**src/rtl/rpm_pkg.sv**
```systemverilog
// Shared types and constants for the regular polygon pixel mask.
// Used by the sine unit, the normal sequencer, the edge cells and the top level.
`default_nettype none

package rpm_pkg;

  // Default number of edge cells in the chain.
  localparam int MaxSidesDefault = 16;

  // Pixels at or beyond these bounds are always outside.
  localparam int ImageWidth  = 4096;
  localparam int ImageHeight = 4096;

  // Configuration port.
  localparam int CfgIdxW  = 3;
  localparam int CfgDataW = 16;

  typedef enum logic [CfgIdxW-1:0] {
    REG_CENTER_X = 3'd0,
    REG_CENTER_Y = 3'd1,
    REG_RADIUS   = 3'd2,
    REG_SIDES    = 3'd3,
    REG_ROTATION = 3'd4
  } cfg_reg_e;

  // Odd polynomial for the quarter sine wave, coefficients in Q30.
  localparam logic [30:0] Coef1 = 31'd1686629713;
  localparam logic [30:0] Coef3 = 31'd693598669;
  localparam logic [30:0] Coef5 = 31'd85569304;
  localparam logic [30:0] Coef7 = 31'd5026994;
  localparam logic [30:0] Coef9 = 31'd172273;

  // Sequencer that recomputes the edge normals and the apothem.
  typedef enum logic [2:0] {
    SEQ_IDLE,
    SEQ_INIT,
    SEQ_EDGE,
    SEQ_COS_WAIT,
    SEQ_SIN_WAIT,
    SEQ_APO,
    SEQ_APO_WAIT,
    SEQ_APO_MUL
  } seq_state_e;

  // Pixel moving down the cell chain: offsets from the center in Q12.4.
  typedef struct packed {
    logic               vld;
    logic               in_poly;
    logic signed [16:0] dx;
    logic signed [16:0] dy;
  } rpm_pix_t;

  // Normal shifted into the cell chain during a recompute, Q1.15.
  typedef struct packed {
    logic               load;
    logic signed [15:0] nx;
    logic signed [15:0] ny;
  } rpm_nrm_t;

endpackage

`default_nettype wire

```
**src/rtl/rpm_cell.sv**
```systemverilog
// One edge cell of the mask chain: holds one edge normal and tests the
// passing pixel against that edge. Depends on rpm_pkg for the chain types.
`default_nettype none

module rpm_cell (
  input  logic              clk_i,
  input  logic              rst_ni,
  input  logic              adv_i,
  input  logic [31:0]       apothem_i,
  input  rpm_pkg::rpm_nrm_t nrm_i,
  output rpm_pkg::rpm_nrm_t nrm_o,
  input  rpm_pkg::rpm_pix_t pix_i,
  output rpm_pkg::rpm_pix_t pix_o
);
  import rpm_pkg::*;

  logic signed [15:0] nx_q;
  logic signed [15:0] ny_q;

  logic               a_vld_q;
  logic               a_in_q;
  logic signed [16:0] a_dx_q;
  logic signed [16:0] a_dy_q;
  logic signed [32:0] a_px_q;
  logic signed [32:0] a_py_q;

  logic               b_vld_q;
  logic               b_in_q;
  logic signed [16:0] b_dx_q;
  logic signed [16:0] b_dy_q;

  logic signed [33:0] dot;
  logic               outside;

  // During a recompute the normals shift one cell down the chain per load strobe.
  always_ff @(posedge clk_i) begin
    if (nrm_i.load) begin
      nx_q <= nrm_i.nx;
      ny_q <= nrm_i.ny;
    end
  end

  assign nrm_o = '{load: nrm_i.load, nx: nx_q, ny: ny_q};

  always_ff @(posedge clk_i or negedge rst_ni) begin
    if (!rst_ni) begin
      a_vld_q <= 1'b0;
      b_vld_q <= 1'b0;
    end else if (adv_i) begin
      a_vld_q <= pix_i.vld;
      b_vld_q <= a_vld_q;
    end
  end

  assign dot     = 34'(a_px_q) + 34'(a_py_q);
  assign outside = dot > $signed({2'b00, apothem_i});

  always_ff @(posedge clk_i) begin
    if (adv_i) begin
      a_in_q <= pix_i.in_poly;
      a_dx_q <= pix_i.dx;
      a_dy_q <= pix_i.dy;
      a_px_q <= 33'(nx_q) * 33'(pix_i.dx);
      a_py_q <= 33'(ny_q) * 33'(pix_i.dy);
      b_in_q <= a_in_q && !outside;
      b_dx_q <= a_dx_q;
      b_dy_q <= a_dy_q;
    end
  end

  assign pix_o = '{vld: b_vld_q, in_poly: b_in_q, dx: b_dx_q, dy: b_dy_q};

endmodule

`default_nettype wire

```
**config.mk**
```make
export PLATFORM = sky130hd
export DESIGN_NAME = rpm_cell
export DESIGN_NICKNAME = d
export VERILOG_FILES = /design/src/rtl/rpm_pkg.sv /design/src/rtl/rpm_cell.sv
export SDC_FILE = /design/constraint.sdc
export NUM_CORES = 2
export LEC_CHECK = 0
export BUFFER_PORTS_ARGS = -buffer_cell sky130_fd_sc_hd__clkbuf_2
export CORE_ASPECT_RATIO = 0.7
export CORE_MARGIN = 1.5
export CORE_UTILIZATION = 60
export DETAILED_ROUTE_END_ITERATION = 7
export GPL_ROUTABILITY_DRIVEN = 0
export PLACE_DENSITY = 0.87
export SETUP_SLACK_MARGIN = 0.15
export SKIP_LAST_GASP = 1
export SYNTH_ARGS = -nofsm -noshare
export SYNTH_HDL_FRONTEND = slang
export SYNTH_SLANG_ARGS = --single-unit
```
**constraint.sdc**
```tcl
create_clock -name clk_i -period 11.5 [get_ports clk_i]
set_input_delay 2.3 -clock clk_i [delete_from_list [all_inputs] [get_ports clk_i]]
set_output_delay 2.3 -clock clk_i [all_outputs]
set_load 0.01 [all_outputs]
```
==> results.json <==
{
  "status": "complete, no violations",
  "required_ps": 11720,
  "die_w_um": 262.1,
  "path_max_fanout": 17,
  "holdPathEnd": "b_dx_q[10]",
  "rows": 66,
  "holdPathStages": 0,
  "slew_viol_final": 0,
  "io_pins": 173,
  "cts_sinks": 170,
  "crit_type": "in2reg",
  "numCtsBuffers": 17,
  "ys_seq_area_share_pct": 18.08,
  "wl_per_cell_um": 18.62,
  "hpwl_mm": 52.09,
  "drt_wl_total_mm": 65.50,
  "numPortBuffers": 172,
  "final_nets": 3780,
  "synth_cell_type_count": 71,
  "tns_ps": 0,
  "drc": 0,
  "grt_overflow": 0,
  "cts_tree": "yes",
  "clk_pin_slew_ps": 70,
  "relSlewSlack_pct": 37.04,
  "async_flop_share_pct": 1.176,
  "htree_levels": 4,
  "r2r_start": "nx_q[4]",
  "grt_pass1_vias": 22290,
  "setup_viol": 0,
  "ctsHoldBuffers": 0,
  "fin_hold_ws_ps": 415.8,
  "r2r_setup_slack_ps": 4320,
  "synth_edf_count": 168,
  "cts_root_buffer": "clkbuf_16",
  "viasPerCell": 5.727,
  "clock_path_buffers": 2,
  "ctsResizeCount": 0,
  "grt_pass1_wl_mm": 108.8,
  "rr_worst_depth": 20,
  "hp-class": "reg2reg",
  "critPathMaxStageDelay_ps": 920,
  "clk_latency_ps": 480,
  "syn_area_mm2": 0.02819,
  "fp.dieH_um": 184.3,
  "cpMostUsedCell": "fa_1",
  "crit_slowest_cell": "fa_1",
  "cp_num_buf_inv": 4,
  "worst_pin_slew_ps": 944.4,
  "synth.avg_cell_area_um2": 10.16,
  "crit_path_cell_trace": "clkbuf_2 > nand2_1 > inv_1 > fa_1 > fa_1 > fa_1 > fa_1 > fa_1 > inv_1 > fa_1 > inv_1 > ha_1 > and4_1 > and2_1 > a31oi_1 > nand3_1 > a211oi_1 > a21oi_1 > a211o_1 > a21oi_1 > xnor2_1",
  "rsz0062_at_grt": "no",
  "ant_nets": 0,
  "die-area_mm2": 0.04831,
  "ys.flop_type": "edfxtp_1",
  "dr.first_iter.drc_count": 1703,
  "initial_utilization_pct": 60.74,
  "post-route-period-util_pct": 74.50,
  "ys_seq_elements": 170,
  "max_freq_ghz": 0.1167,
  "synthCells": 2775,
  "cp-end-kind": "flop",
  "crit_path_start": "pix_i[33]",
  "arrival_ps": 8780,
  "post_cts.repair.setup_buffers": 0,
  "core_area_mm2": 0.04641,
  "antenna_found_initial": 3,
  "grt_max_degree": 71,
  "synth_nets": 3665,
  "drive_above_1_share_pct": 7.992,
  "maxCapViolations": 0,
  "placed_area_mm2": 0.02954,
  "yosysWarningCount": 0,
  "skew_ps": 10.10,
  "rr_endpoint": "a_px_q[32]",
  "final_cell_area_mm2": 0.03017,
  "period_needed_ps": 8567,
  "track_usage_pct": 28.93,
  "holdCritStartpoint": "a_dx_q[10]",
  "hold_violations": 0,
  "num_vias": 20140,
  "firstDrtPassIters": 7,
  "critPathLaunchType": "input port",
  "crit_family": "adder cells",
  "syn2layout_area_growth_pct": 7.018
}
synth_stat cells, types with 4 or more instances:
cell type / number / share of area (%)
a211oi_1: 14 / 0.37
a21o_1: 43 / 1.1
a21oi_1: 76 / 1.3
a31oi_1: 4 / 0.089
and2_1: 265 / 5.9
and3_1: 4 / 0.089
and4_1: 4 / 0.12
clkbuf_1: 77 / 1.0
edfxtp_1: 168 / 18
fa_1: 553 / 39
ha_1: 233 / 10
inv_1: 644 / 8.6
nand2_1: 295 / 3.9
nand2b_1: 17 / 0.38
nand3_1: 14 / 0.25
nand4_1: 13 / 0.29
nor2_1: 79 / 1.1
nor2b_1: 10 / 0.22
nor3_1: 10 / 0.18
nor4_1: 5 / 0.11
o211ai_1: 5 / 0.13
o21a_1: 15 / 0.40
o21ai_0: 41 / 0.73
o21ai_1: 5 / 0.089
o21bai_1: 13 / 0.35
o31ai_1: 4 / 0.11
xnor2_1: 65 / 2.0
xor2_1: 29 / 0.90
layout by cell type (no fill, tap or decap), types with 4 or more instances in the layout:
master,count
ha_1,233
and2_1,265
o21ai_0,41
o31ai_1,4
nand2_1,295
o21a_1,15
inv_6,4
xor2_1,29
a21oi_1,76
nor2_1,79
fa_1,553
nor3_1,10
o21ai_1,5
nand3_1,14
nand2b_1,17
nand4_1,13
nor4_1,5
and4_1,4
buf_4,5
edfxtp_1,168
o211ai_1,5
a21o_1,43
clkbuf_2,171
nor2b_1,10
o21bai_1,13
xnor2_1,65
a211oi_1,14
clkbuf_16,17
a31oi_1,4
inv_1,644
and3_1,4
per-stage QoR:
| step | cells | worst slack (ps) | utilization [%] |
|---|---|---|---|
| floorplan | 2775 | 3241 | - |
| global placement | 3483 | 2751 | 63.66 |
| detailed placement | 3483 | 2508 | 63.66 |
| CTS | 3515 | 2999 | 64.99 |
| global route | 3517 | 2651 | 65.00 |
| finish | 3517 | 2933 | 65.00 |
logic make-up after synthesis:
kind of cell               Yosys count  share of synthesized area [%]
and+or+nand+nor                    726                          12.80
AOI/OAI and AO/OA                  271                          6.778
DFF                                170                          18.08
xor gates and xnor gates            94                          2.921
buffers and inverters              725                          9.695
muxes                                3                         0.1154
adders and majority gates          786                          49.62
final cells by class:
type                            instances  area [µm²]
Multi-Input combinational cell       1880       20360
Fill cell                            3377       16240
Sequential cell                       170        5095
Inverter                              644        2417
Timing Repair Buffer                  177       904.6
Tap cell                              612       765.7
Clock buffer                           18       429.2
Clock inverter                         14       188.9
Antenna cell                            2       5.005
state kept, by name, summed over array words and instances, names as in the netlist, 16 cells and up:
name and cells:
b_dx_q 17, a_dx_q 17, ny_q 16, nx_q 16
a_px_q 33, a_dy_q 17, b_dy_q 17, a_py_q 33
worst max-delay path by stage:
stage            endpoint  slack [ps]  cells past startpoint
3_3_place_gp   a_px_q[32]        2750                     21
4_1_cts        a_px_q[32]        3000                     21
2_1_floorplan  a_px_q[32]        3240                     21
6_report       a_px_q[32]        2930                     21
5_1_grt        a_px_q[32]        2650                     21
3_5_place_dp   a_px_q[32]        2510                     21
per-layer routing:
layer  global-route usage (%)  share of wire [%]  vias to the layer above  wire [µm]
met3                    6.353                8.4                      262       5487
met4                    14.51                5.0                        2       3296
met1                    36.39                 38                    10150      24720
li1                         -                  -                     8754          -
met2                    47.40                 49                      976      31980
met5                        0              0.020                        -         13
Power is left out: the tool's default activity adds up to more than one toggle a clock period on the data nets, which glitch-free logic cannot reach.
