==> src/rtl/rpm_pkg.sv <==
// Shared types and constants for the regular polygon pixel mask.
// Used by the sine unit, the normal sequencer, the edge cells and the top level.
`default_nettype none

package rpm_pkg;

  // Default number of edge cells in the chain.
  localparam int MaxSidesDefault = 16;

  // Pixels at or beyond these bounds are always outside.
  localparam int ImageWidth  = 4096;
  localparam int ImageHeight = 4096;

  // Configuration port.
  localparam int CfgIdxW  = 3;
  localparam int CfgDataW = 16;

  typedef enum logic [CfgIdxW-1:0] {
    REG_CENTER_X = 3'd0,
    REG_CENTER_Y = 3'd1,
    REG_RADIUS   = 3'd2,
    REG_SIDES    = 3'd3,
    REG_ROTATION = 3'd4
  } cfg_reg_e;

  // Odd polynomial for the quarter sine wave, coefficients in Q30.
  localparam logic [30:0] Coef1 = 31'd1686629713;
  localparam logic [30:0] Coef3 = 31'd693598669;
  localparam logic [30:0] Coef5 = 31'd85569304;
  localparam logic [30:0] Coef7 = 31'd5026994;
  localparam logic [30:0] Coef9 = 31'd172273;

  // Sequencer that recomputes the edge normals and the apothem.
  typedef enum logic [2:0] {
    SEQ_IDLE,
    SEQ_INIT,
    SEQ_EDGE,
    SEQ_COS_WAIT,
    SEQ_SIN_WAIT,
    SEQ_APO,
    SEQ_APO_WAIT,
    SEQ_APO_MUL
  } seq_state_e;

  // Pixel moving down the cell chain: offsets from the center in Q12.4.
  typedef struct packed {
    logic               vld;
    logic               in_poly;
    logic signed [16:0] dx;
    logic signed [16:0] dy;
  } rpm_pix_t;

  // Normal shifted into the cell chain during a recompute, Q1.15.
  typedef struct packed {
    logic               load;
    logic signed [15:0] nx;
    logic signed [15:0] ny;
  } rpm_nrm_t;

endpackage

`default_nettype wire

==> src/rtl/rpm_sine.sv <==
// Iterative fixed-point sine of a 16-bit angle, one multiply on every other step.
// Depends on rpm_pkg for the polynomial coefficients.
`default_nettype none

module rpm_sine (
  input  logic               clk_i,
  input  logic               rst_ni,
  input  logic               start_i,
  input  logic [15:0]        angle_i,
  output logic               done_o,
  output logic signed [15:0] value_o
);
  import rpm_pkg::*;

  localparam logic [3:0] StSquare = 4'd0;
  localparam logic [3:0] StLoadU2 = 4'd1;
  localparam logic [3:0] StFinMul = 4'd10;
  localparam logic [3:0] StLast   = 4'd11;

  logic               run_q;
  logic               done_q;
  logic [3:0]         st_q;
  logic [16:0]        u_q;
  logic               neg_q;
  logic [16:0]        u2_q;
  logic [30:0]        p_q;
  logic [47:0]        prod_q;
  logic signed [15:0] value_q;

  logic [16:0] u_start;
  logic [16:0] op_a;
  logic [30:0] op_b;
  logic [30:0] coef;
  logic [32:0] rnd;
  logic [17:0] mag_full;
  logic [14:0] mag_sat;

  // Fold the angle onto the first quadrant.
  always_comb begin
    u_start = {1'b0, angle_i[13:0], 2'b00};
    if (angle_i[14]) begin
      u_start = 17'd65536 - {1'b0, angle_i[13:0], 2'b00};
    end
  end

  always_comb begin
    op_a = u2_q;
    op_b = p_q;
    if (st_q == StSquare) begin
      op_a = u_q;
      op_b = 31'(u_q);
    end else if (st_q == StFinMul) begin
      op_a = u_q;
    end
  end

  // Horner steps run from the highest coefficient down.
  always_comb begin
    case (st_q[3:1])
      3'd1:    coef = Coef7;
      3'd2:    coef = Coef5;
      3'd3:    coef = Coef3;
      default: coef = Coef1;
    endcase
  end

  always_comb begin
    rnd      = {1'b0, prod_q[47:16]} + 33'd16384;
    mag_full = rnd[32:15];
    mag_sat  = (mag_full > 18'd32767) ? 15'd32767 : mag_full[14:0];
  end

  always_ff @(posedge clk_i or negedge rst_ni) begin
    if (!rst_ni) begin
      run_q  <= 1'b0;
      done_q <= 1'b0;
      st_q   <= StSquare;
    end else begin
      done_q <= 1'b0;
      if (start_i) begin
        run_q <= 1'b1;
        st_q  <= StSquare;
      end else if (run_q) begin
        if (st_q == StLast) begin
          run_q  <= 1'b0;
          done_q <= 1'b1;
        end else begin
          st_q <= st_q + 4'd1;
        end
      end
    end
  end

  always_ff @(posedge clk_i) begin
    if (start_i) begin
      u_q   <= u_start;
      neg_q <= angle_i[15];
    end else if (run_q) begin
      if (!st_q[0] && st_q != StLast) begin
        prod_q <= 48'(op_a) * 48'(op_b);
      end
      if (st_q == StLoadU2) begin
        u2_q <= prod_q[32:16];
        p_q  <= Coef9;
      end else if (st_q[0] && st_q != StLast) begin
        p_q <= 31'({1'b0, coef} - prod_q[47:16]);
      end
      if (st_q == StLast) begin
        value_q <= neg_q ? -$signed({1'b0, mag_sat}) : $signed({1'b0, mag_sat});
      end
    end
  end

  assign done_o  = done_q;
  assign value_o = value_q;

  a_done_single : assert property (@(posedge clk_i) disable iff (!rst_ni)
    done_q |=> !done_q)
    else $error("sine unit signaled completion on two cycles in a row");

  a_value_range : assert property (@(posedge clk_i) disable iff (!rst_ni)
    done_q |-> value_q != 16'sh8000)
    else $error("sine result escaped the saturated range");

endmodule

`default_nettype wire

==> src/rtl/rpm_seq.sv <==
// Recompute sequencer: derives the edge normals and the apothem from the
// configuration and shifts the normals into the cell chain. Uses rpm_sine.
`default_nettype none

module rpm_seq #(
  parameter int MaxSides = rpm_pkg::MaxSidesDefault
) (
  input  logic              clk_i,
  input  logic              rst_ni,
  input  logic              recalc_i,
  input  logic [15:0]       rotation_i,
  input  logic [15:0]       radius_i,
  input  logic [4:0]        sides_i,
  output logic              busy_o,
  output rpm_pkg::rpm_nrm_t nrm_o,
  output logic [31:0]       apothem_o
);
  import rpm_pkg::*;

  localparam int CW = $clog2(MaxSides + 1);

  // Per side count: 65536 / n, 65536 mod n and the rounded half-step angle.
  logic [15:0]   quo_tab [3:MaxSides];
  logic [CW-1:0] rem_tab [3:MaxSides];
  logic [15:0]   apo_tab [3:MaxSides];

  for (genvar g = 3; g <= MaxSides; g++) begin : g_tab
    localparam int Quo    = 65536 / g;
    localparam int Rem    = 65536 % g;
    localparam int ApoAng = (32768 + g / 2) / g;
    assign quo_tab[g] = 16'(Quo);
    assign rem_tab[g] = CW'(Rem);
    assign apo_tab[g] = 16'(ApoAng);
  end

  seq_state_e state_q, state_d;

  logic [CW-1:0]      k_q;
  logic [CW-1:0]      n_q;
  logic [16:0]        q_q;
  logic [CW-1:0]      r_q;
  logic signed [15:0] cos_q;
  logic [14:0]        cosa_q;
  logic [31:0]        apothem_q;

  logic [CW-1:0]      n_clamp;
  logic [CW:0]        r_sum;
  logic               wrap;
  logic [CW-1:0]      r_next;
  logic [16:0]        q_next;
  logic [15:0]        edge_ang;
  logic               last_edge;
  logic               k_active;

  logic               sine_start;
  logic [15:0]        sine_angle;
  logic               sine_done;
  logic signed [15:0] sine_val;

  always_comb begin
    if (sides_i < 5'd3) begin
      n_clamp = CW'(3);
    end else if (32'(sides_i) > MaxSides) begin
      n_clamp = CW'(MaxSides);
    end else begin
      n_clamp = CW'(sides_i);
    end
  end

  // Rounded step angle round(65536*k/n), advanced by quotient and remainder.
  always_comb begin
    r_sum  = {1'b0, r_q} + {1'b0, rem_tab[n_q]};
    wrap   = r_sum >= {1'b0, n_q};
    r_next = wrap ? CW'(r_sum - {1'b0, n_q}) : CW'(r_sum);
    q_next = q_q + 17'(quo_tab[n_q]) + 17'(wrap);
  end

  assign edge_ang  = rotation_i + q_q[15:0];
  assign last_edge = k_q == CW'(MaxSides);
  assign k_active  = k_q < n_q;

  rpm_sine u_sine (
    .clk_i   (clk_i),
    .rst_ni  (rst_ni),
    .start_i (sine_start),
    .angle_i (sine_angle),
    .done_o  (sine_done),
    .value_o (sine_val)
  );

  always_comb begin
    state_d = state_q;
    if (recalc_i) begin
      state_d = SEQ_INIT;
    end else begin
      unique case (state_q)
        SEQ_IDLE: state_d = SEQ_IDLE;
        SEQ_INIT: state_d = SEQ_EDGE;
        SEQ_EDGE: begin
          if (last_edge) begin
            state_d = SEQ_APO;
          end else if (k_active) begin
            state_d = SEQ_COS_WAIT;
          end
        end
        SEQ_COS_WAIT: if (sine_done) state_d = SEQ_SIN_WAIT;
        SEQ_SIN_WAIT: if (sine_done) state_d = SEQ_EDGE;
        SEQ_APO:      state_d = SEQ_APO_WAIT;
        SEQ_APO_WAIT: if (sine_done) state_d = SEQ_APO_MUL;
        SEQ_APO_MUL:  state_d = SEQ_IDLE;
        default:      state_d = SEQ_IDLE;
      endcase
    end
  end

  always_comb begin
    sine_start = 1'b0;
    sine_angle = edge_ang + 16'd16384;
    nrm_o      = '0;
    unique case (state_q)
      SEQ_EDGE: begin
        if (!last_edge) begin
          if (k_active) begin
            sine_start = 1'b1;
          end else begin
            // Unused edges get a zero normal, which never rejects a pixel.
            nrm_o.load = 1'b1;
          end
        end
      end
      SEQ_COS_WAIT: begin
        sine_angle = edge_ang;
        sine_start = sine_done;
      end
      SEQ_SIN_WAIT: begin
        nrm_o.load = sine_done;
        nrm_o.nx   = cos_q;
        nrm_o.ny   = sine_val;
      end
      SEQ_APO: begin
        sine_angle = apo_tab[n_q] + 16'd16384;
        sine_start = 1'b1;
      end
      default: begin
        sine_start = 1'b0;
      end
    endcase
  end

  assign busy_o    = (state_q != SEQ_IDLE) || recalc_i;
  assign apothem_o = apothem_q;

  always_ff @(posedge clk_i or negedge rst_ni) begin
    if (!rst_ni) begin
      state_q <= SEQ_IDLE;
    end else begin
      state_q <= state_d;
    end
  end

  always_ff @(posedge clk_i) begin
    unique case (state_q)
      SEQ_INIT: begin
        k_q <= '0;
        n_q <= n_clamp;
        q_q <= '0;
        r_q <= n_clamp >> 1;
      end
      SEQ_EDGE: begin
        if (!last_edge && !k_active) begin
          k_q <= k_q + CW'(1);
        end
      end
      SEQ_COS_WAIT: begin
        if (sine_done) begin
          cos_q <= sine_val;
        end
      end
      SEQ_SIN_WAIT: begin
        if (sine_done) begin
          k_q <= k_q + CW'(1);
          q_q <= q_next;
          r_q <= r_next;
        end
      end
      SEQ_APO_WAIT: begin
        if (sine_done) begin
          cosa_q <= sine_val[14:0];
        end
      end
      SEQ_APO_MUL: begin
        apothem_q <= 32'(radius_i) * 32'(cosa_q);
      end
      default: begin
        cosa_q <= cosa_q;
      end
    endcase
  end

  a_start_spaced : assert property (@(posedge clk_i) disable iff (!rst_ni)
    sine_start |=> !sine_start)
    else $error("sine unit restarted on consecutive cycles");

  a_all_loaded : assert property (@(posedge clk_i) disable iff (!rst_ni)
    state_q == SEQ_APO |-> k_q == CW'(MaxSides))
    else $error("apothem step reached before every cell was loaded");

endmodule

`default_nettype wire

==> config.mk <==
export PLATFORM = sky130hd
export DESIGN_NAME = rpm_seq
export DESIGN_NICKNAME = d
export VERILOG_FILES = /design/src/rtl/rpm_pkg.sv /design/src/rtl/rpm_sine.sv /design/src/rtl/rpm_seq.sv
export SDC_FILE = /design/constraint.sdc
export NUM_CORES = 2
export LEC_CHECK = 0
export BUFFER_PORTS_ARGS = -buffer_cell sky130_fd_sc_hd__buf_2
export CAP_MARGIN = 5
export CORE_MARGIN = 2
export CORE_UTILIZATION = 70
export DETAILED_ROUTE_END_ITERATION = 8
export HOLD_SLACK_MARGIN = 0.08
export MAX_ROUTING_LAYER = met4
export PLACE_DENSITY = 0.88
export SYNTH_ARGS = -nofsm -noshare
export SYNTH_HDL_FRONTEND = slang
export SYNTH_HIERARCHICAL = 1
export SYNTH_SLANG_ARGS = --single-unit
==> constraint.sdc <==
create_clock -name clk_i -period 14.57 [get_ports clk_i]
set_input_delay 4.371 -clock clk_i [delete_from_list [all_inputs] [get_ports clk_i]]
set_output_delay 4.371 -clock clk_i [all_outputs]
set_load 0.01 [all_outputs]
==> summary.md <==
| Metric | Value |
|---|---|
| Status | `finished, violations left` |
| Failing checks | `DRC` |
| Core ar. | `52600 um2` |
| Syn Nets | `5036` |
| Ys flop type | `edfxtp_1` |
| Adder-cell area share of the yosys netlist | `0.433` |
| Final hold vios | `0` |
| CTS tree | `done` |
| Hold WC Path Type | `flop to flop` |
| Synth cell count leaders | `inv_1 (762), fa_1 (618), nand2_1 (598), nor2_1 (330), ha_1 (299)` |
| Async set-reset flop share out of synthesis | `0.0421` |
| DP Wirelength | `78.8 mm` |
| Vias per std cell | `6.22` |
| Avg Inst Size Synth | `9.11 um2` |
| Vias in the first global route | `30700` |
| Avg WL per Cell | `21.3 um` |
| CTS buffer count | `25` |
| Largest family of logic cells by synthesized area | `adder cells` |
| Post-Syn Instances | `4079` |
| Slew @ Worst Pin | `1270 ps` |
| Final TNS setup | `0 ps` |
| # hold bufs at CTS | `0` |
| Clk slew on worst S/H paths | `60 ps` |
| First-pass GRT wire length | `162 mm` |
| CP Data Arrival Time | `10090 ps` |
| Cell area after synthesis | `37200 um2` |
| Critical Path Source Type | `primary input` |
| CTS H-Tree Depth | `1` |
| TritonCTS sink count | `214` |
| CP max stage delay | `550 ps` |
| GRT Util Overall | `0.394` |
| Slew Limit Fails | `0` |
| Period utilization | `0.673` |
| Row cnt | `84` |
| Setup bufs post-CTS | `0` |
| Critical Path Sink Type | `flop` |
| Max Clock Skew | `9.78 ps` |
| Pin count of the biggest net entering global routing | `55` |
| Total number of vias | `29800` |
| Root buffer cell | `clkbuf_16` |
| Post-Synth Simple-Gate Area | `0.164` |
| Pre-CTS worst setup slack | `4250 ps` |
| Synth area leader | `fa_1` |
| Overall die height | `234 um` |
| P&R area growth vs syn | `5.24%` |
| GPL Wtd Cong | `1.03` |
| Port-buffer cells | `104` |
| Final worst slack | `4760 ps` |
| Seq cells post-synth | `214` |
| CTS resizes | `0` |
| RSZ-0062 raised after global routing | `no` |
| Area fraction of the dominant cell type after synthesis | `0.333` |
| Cell variety after synth | `95` |
| Post-route minimum period | `9810 ps` |
| Initial Utilization | `0.707` |
| Chip width | `234 um` |
| Grt total ovfl | `0` |
| Post-synthesis mux area share | `0.0168` |
| Final WL | `102 mm` |
| Max_cap viols | `0` |
| Final Net Count | `5044` |
| CP Class | `primary input to flop` |
| Worst-path maximum fanout | `15` |
| Residual DRC | `1` |
| Worst skew pair latency | `540 ps` |
| Largest cells by area after synthesis | `fa_1 (33%), edfxtp_1 (17%), ha_1 (10%)` |
| XOR/XNOR Fraction of Synth Area | `0.0337` |
| Antenna viol nets, final | `0` |
| Register area share after synthesis | `0.172` |
| CTS Buffer Depth | `3` |
| Post-synth EDFFs | `205` |
| Initial DRT Pass Iterations | `9` |
| Worst path slowest cell | `fa_1` |
| Critical path cell sequence | `buf_2, and2_1, fa_1, inv_1, fa_1, inv_1, fa_1, inv_1, fa_1, inv_1, fa_1, inv_1, fa_1, inv_1, ha_1, a21oi_1, o21ai_1, a31oi_1, a21oi_1, a211oi_2, o31ai_2, xor2_1` |
| Die area | `55000 um2` |
| Yosys warnings | `6` |
| Endpoints failing setup | `0` |
| Fraction of layout cells with a size suffix above 1 | `0.0619` |
| Placed insts | `4748` |
| Synth Area in Compound Gates | `0.0866` |
| Fmax | `102 MHz` |
| Initial antenna violation count | `2` |
| Worst path required time | `14850 ps` |
| Leading cell type by number of instances after synthesis | `inv_1` |
| Worst slew margin | `0.129` |
| Final non-filler cell total | `4793` |
| Iter 0 DRT Violations | `3035` |
| I/O Pins | `106` |
-- worst paths after layout --
check	slack, ps	depth (start not counted)	startpoint	endpoint
setup reg to reg	5350	25	u_sine/st_q[0]	u_sine/prod_q[46]
max in group asynchronous	10660	1	rst_ni	u_sine/st_q[0]
hold / removal	450	0	u_sine/value_o[15]	cos_q[15]
hold reg to reg	450	0	u_sine/value_o[15]	cos_q[15]
min in group asynchronous	3690	1	rst_ni	state_q[0]
setup / recovery	4760	22	radius_i[5]	apothem_o[29]
-- flip-flops by register name, indices dropped and copies added, names as in the netlist, 4 cells and up --
name            flops
apothem_o          31
u_sine/value_o     16
n_q                 5
u_sine/st_q         4
q_q                16
u_sine/u_q         15
u_sine/prod_q      32
k_q                 5
cosa_q             15
cos_q              16
u_sine/u2_q        17
u_sine/p_q         31
r_q                 5
-- cells by family after synthesis --
| logic type | Yosys count |
|---|---|
| and+or+nand+nor | 1344 |
| buffers and inverters | 918 |
| adders and majority gates | 917 |
| AOI/OAI and AO/OA | 483 |
| DFF | 214 |
| xor gates and xnor gates | 142 |
| muxes | 60 |
| other | 1 |
-- through the flow --
step                      cell area [um2]  hold WS [ps]   util
after floorplan                     37200           417      -
after global placement              38300           439  0.728
after detailed placement            38300           433  0.728
after CTS                           39100           449  0.744
after global routing                39100           458  0.745
final                               39100           448  0.745
-- cell usage in the layout, fill, tap and decap left out, types with 7 or more instances in the layout --
cell,synthesis,routed
nor2_1,330,329
nand2_1,598,597
clkbuf_16,0,25
nor2b_1,20,18
nor3_1,34,34
a211oi_1,17,17
mux2i_1,42,35
mux2i_2,0,7
nand2b_1,20,20
mux2_2,18,18
and2_1,211,211
nand4_1,20,20
dfrtp_1,9,9
o21bai_1,19,19
buf_4,1,33
edfxtp_1,205,205
xnor2_1,96,96
or3_1,16,16
nand3_1,32,32
o21a_1,27,27
o31ai_1,10,10
fa_1,618,618
a21oi_1,149,149
inv_1,762,762
o21ai_0,69,68
a21o_1,69,69
or2_2,9,9
xor2_1,45,45
a31oi_1,17,17
o21ai_1,16,16
o211ai_1,10,10
and3_1,14,14
buf_2,13,104
ha_1,299,299
-- worst max-delay path, delay by kind of cell --
| family | cells | cell delay [ps] |
|---|---|---|
| buffers and inverters | 7 | 550 |
| and+or+nand+nor | 1 | 210 |
| xor gates and xnor gates | 1 | 100 |
| adders and majority gates | 7 | 3520 |
| AOI/OAI and AO/OA | 6 | 1320 |
-- layout make-up --
cell class | instances | area, um2
multi-input cells | 2947 | 27400
inverters | 762 | 2860
flip-flops and latches | 214 | 6380
repair buffers | 137 | 768
well taps | 688 | 861
clock buffers | 29 | 641
clock inverters | 14 | 204
fillers | 3546 | 13400
diodes | 2 | 5.00
-- routing by layer --
layer | share of wire | GRT usage
met5 | 0 | -
met4 | 0.053 | 0.167
met3 | 0.13 | 0.113
met2 | 0.45 | 0.597
met1 | 0.36 | 0.498
Power is not shown: default switching activity piles up to over one toggle a cycle in this logic, so the estimate is an artifact.
